$ cat config.mk
export PLATFORM = sky130hd
export DESIGN_NAME = lef_cell
export DESIGN_NICKNAME = d
export VERILOG_FILES = /design/src/lef_pkg.sv /design/src/lef_cell.sv
export SDC_FILE = /design/constraint.sdc
export NUM_CORES = 1
export LEC_CHECK = 0
export BUFFER_PORTS_ARGS = -buffer_cell sky130_fd_sc_hd__buf_2
export CAP_MARGIN = 15
export CORE_MARGIN = 8
export CORE_UTILIZATION = 42
export DETAILED_ROUTE_END_ITERATION = 8
export GPL_TIMING_DRIVEN = 1
export PLACE_DENSITY = 0.83
export SKIP_LAST_GASP = 1
export SLEW_MARGIN = 20
export SYNTH_ARGS = -nofsm -noshare
export SYNTH_HDL_FRONTEND = slang
export SYNTH_SLANG_ARGS = --single-unit
export TNS_END_PERCENT = 30
$ cat constraint.sdc
create_clock -name clock -period 2.08 [get_ports clock]
set_clock_uncertainty 0.05 [all_clocks]
set_input_delay 0.208 -clock clock [delete_from_list [all_inputs] [get_ports clock]]
set_output_delay 0.208 -clock clock [all_outputs]
set_load 0.02 [all_outputs]
$ cat src/lef_pkg.sv
package lef_pkg;

   localparam int PIXEL_W           = 8;
   localparam int COORD_W           = 10;
   localparam int FRAME_SIDE_W      = 11;
   localparam int FRAME_SIDE_RESET  = 1024;
   localparam int DEFAULT_MAX_WIDTH = 1024;
   localparam int CSR_ADDR_W        = 3;
   localparam int CSR_DATA_W        = 32;
   localparam int RSP_TDATA_W       = 32;
   localparam int NUM_CELLS         = 3;
   localparam int COL_SUM_W         = 10;
   localparam int KERNEL_SUM_W      = 12;

   // register index, decoded from csr_paddr[2]
   localparam logic CSR_FRAME_SIDE = 1'b0;

   typedef struct packed {
      logic [PIXEL_W-1:0] top;
      logic [PIXEL_W-1:0] mid;
      logic [PIXEL_W-1:0] bot;
   } column_type;

   typedef struct packed {
      logic [PIXEL_W-1:0] upper;
      logic [PIXEL_W-1:0] middle;
   } line_pair_type;

endpackage

$ cat src/lef_cell.sv
module lef_cell
   import lef_pkg::*;
(
   input  logic                 clock,
   input  logic                 reset,
   input  logic                 shift_en,
   input  column_type           col_in,
   output column_type           col_q,
   output logic [COL_SUM_W-1:0] col_sum
);

   column_type col_ff;

   always_ff @(posedge clock) begin
      if (reset) begin
         col_ff <= '0;
      end else if (shift_en) begin
         col_ff <= col_in;
      end
   end

   assign col_q   = col_ff;
   assign col_sum = COL_SUM_W'(col_ff.top) + COL_SUM_W'(col_ff.mid) + COL_SUM_W'(col_ff.bot);

endmodule

==> flow_summary.json <==
{
  "outcome": "complete, but fails checks",
  "failed_checks": "setup timing",
  "pin_count_of_the_biggest_net_entering_global_routing": 25,
  "depth_of_the_cts_h_tree": 1,
  "remaining_drc_errors": 0,
  "cts-root-buf": "clkbuf_4",
  "unrepaired_setup_endpoints_after_global_routing": "yes",
  "rrSetupSlack_ns": 1.23,
  "netlist.area_leader.share": 0.360,
  "die_height_um": 72.4,
  "clock_insertion_delay_worst_skew_ns": 0.32,
  "yosysTopAreaCell": "dfxtp_1",
  "placementRows": 20,
  "track_usage": 0.143,
  "fin_total_pwr_mw": 1.40,
  "design.portCount": 61,
  "tritoncts_clock_tree": "yes",
  "final_critical_path_setup_slack_ns": -0.640,
  "cts.hold.buffers_added": 0,
  "worstReg2RegEnd": "col_q[3]",
  "p_comb_frac": 0.394,
  "worst_pin_slew_ns": 0.706,
  "clock_sinks": 24,
  "antenna_violating_nets_left": 0,
  "critical_path_depth": 8,
  "reg2reg_depth": 3,
  "switchingPower_mw": 0.449,
  "post-route-period-util": 1.31,
  "hold_violations": 0,
  "fmax_mhz": 368,
  "port_buffers": 60,
  "n_fill_cell": 241,
  "die_x_um": 72.4,
  "clockBufferDepth": 2,
  "grt_first_pass_wirelength_um": 6040,
  "arrival_ns": 2.46,
  "totalWireLength_um": 3710,
  "clk_pin_slew_ns": 0.14,
  "gr-total-overflow": 0,
  "cpLargestDelayFamily": "adder cells",
  "crit_path_cell_trace": "fa_2 > buf_4 > fa_2 > a21oi_2 > nor2b_2 > a31oi_4 > xnor2_2 > buf_4",
  "vias_in_the_first_global_route": 1377,
  "clock_network_fraction_of_total_power": 0.242,
  "initial_core_util": 0.441,
  "finalSetupViolations": 8,
  "worst_path_max_delay_cell": "fa_2",
  "first_iter_violations": 41,
  "critPathMaxStageDelay_ns": 0.50,
  "cp_max_fo": 2,
  "synth_seq_area_share": 0.360,
  "drt-vias-per-instance": 4.69,
  "path_class": "flop to primary output",
  "final.setup.tns_ns": -4.07,
  "p_int_mw": 0.949,
  "areaGrowthSynthToFinish_pct": 64.3,
  "worstReg2RegStart": "col_q[3]",
  "placedCellCount": 263,
  "synth-edff-count": 0,
  "post_synth_inst_count": 130,
  "ys_ff_latch": 24,
  "finalMaxSlewViolations": 0,
  "die_area_sq_um": 5240,
  "postSynthAreaPerCell_sq_um": 10.3,
  "power.ir.vdd_worst_v": 0.000314,
  "drt_pre_antenna_iters": 4,
  "antenna-diode-count": 0,
  "end_point_of_the_critical_path": "col_sum[7]",
  "mappedNetlistNets": 173,
  "seq_power_share": 0.365,
  "dominant_cell_by_count_in_the_synthesized_netlist": "nor2_1",
  "num_vias": 1275,
  "layout-drive-gt1-share": 0.618,
  "yosysWarningCount": 0,
  "critical_path.n_buffers_inverters": 2,
  "place.detailed.hpwl_um": 2920,
  "mappedNetlistArea_sq_um": 1340,
  "max-slew-margin-rel": 0.529,
  "detail_route.wl_per_cell_um": 13.6,
  "period_needed_ns": 2.72,
  "layoutNonFillerInstCount": 272,
  "largest_register_ffs": 24,
  "synth_async_sr_flop_share": 0,
  "power.share.switching": 0.321,
  "yosys.cell_types.count": 27,
  "layout.nets": 272,
  "powerDensity_nw_per_um2": 637,
  "maxCapViolations": 0,
  "antenna_found_initial": 0,
  "post_dp_cell_area_sq_um": 2030,
  "startpoint_type": "flop",
  "critPathCaptureType": "primary output",
  "floorplan.core_area_sq_um": 3030,
  "stdcell_area_sq_um": 2190,
  "critical_path_required_ns": 1.82,
  "worstHoldPathType": "input port to flop",
  "static-leakage-power_nw": 1.17,
  "dominantRegCellSynth": "dfxtp_1",
  "timing.critical_path.from": "col_q[18]",
  "numCtsBuffers": 3,
  "netlist_top_cells_count": "26 x nor2_1, 24 x dfxtp_1, 24 x mux2i_1",
  "place_congestion": 0.749,
  "netlist_top_cells_area": "dfxtp_1 36%, mux2i_1 18%, fa_1 13%"
}
[tightest hold or removal path, delay by kind of cell]
family        cells  cell delay [ns]
buf+inv           1             0.07
simple gates      1             0.07
mux               1             0.05
[per-layer routing]
metal  vias up  track usage  part of all wire
li1        633            -                 -
met1       593        0.154              0.40
met2        44        0.260              0.51
met3         5       0.0482             0.084
met4         0       0.0333            0.0092
met5         -            0                 0
[final cells by class]
class	count	area [sq um]	share of cell area
clock buffer	3	22.5	0.0103
clock inverter	1	30.0	0.0137
inverter	9	33.8	0.0154
multi-input combinational	92	942	0.430
sequential	24	505	0.230
tap	44	55.1	0.0251
timing repair buffer	99	604	0.276
[kinds of logic after synthesis]
logic type / Yosys count / share of synthesized area
AO/OA/AOI/OAI: 12 / 0.0618
XOR/XNOR: 5 / 0.0328
adder cells (fa/ha/maj): 16 / 0.201
buffers and inverters: 14 / 0.0459
flip-flops: 24 / 0.360
multiplexers: 24 / 0.180
AND/OR/NAND/NOR: 35 / 0.119
[power groups by stage]
stage / clock network (mW) / logic, mW / registers [mW]
detailed placement: 0 / 0.499 / 0.520
finish: 0.338 / 0.550 / 0.509
global placement: 0 / 0.488 / 0.519
global route: 0.361 / 0.602 / 0.514
floorplan: 0 / 0.275 / 0.557
CTS: 0.347 / 0.537 / 0.509
[cells in the final DEF (no fill, tap or decap), types with 2 or more instances in the layout]
| cell type | count |
|---|---|
| nor2b_4 | 2 |
| fa_2 | 2 |
| ha_1 | 2 |
| clkbuf_4 | 3 |
| mux2i_1 | 24 |
| fa_1 | 7 |
| nor2_1 | 26 |
| buf_4 | 41 |
| inv_1 | 9 |
| dfxtp_1 | 8 |
| dfxtp_4 | 2 |
| a21oi_2 | 3 |
| buf_2 | 57 |
| xnor2_1 | 3 |
| dfxtp_2 | 14 |
| ha_4 | 4 |
[worst min path at each step]
stage | cells after the start | startpoint | slack [ns] | end
3_5_place_dp | 3 | col_in[23] | 0.40 | col_q[23]
6_report | 3 | col_in[23] | 0.06 | col_q[23]
3_3_place_gp | 3 | col_in[15] | 0.39 | col_q[15]
5_1_grt | 3 | col_in[5] | 0.06 | col_q[5]
4_1_cts | 3 | col_in[23] | 0.06 | col_q[23]
2_1_floorplan | 1 | reset | 0.22 | col_q[7]
[repair_timing]
item	CTS	global route
buffers inserted	5	0
endpoints found under the setup margin	8	8
gates resized for setup	11	5
pin swaps	12	5
[through the flow]
step	hold slack, ns	util	setup slack, ns
6_report	0.0616	0.724	-0.640
2_1_floorplan	0.221	-	-0.230
5_1_grt	0.0579	0.724	-0.740
3_3_place_gp	0.389	0.671	-0.351
4_1_cts	0.0556	0.716	-0.649
3_5_place_dp	0.399	0.671	-0.380
No activity file was read; power rests on OpenSTA's default activity.
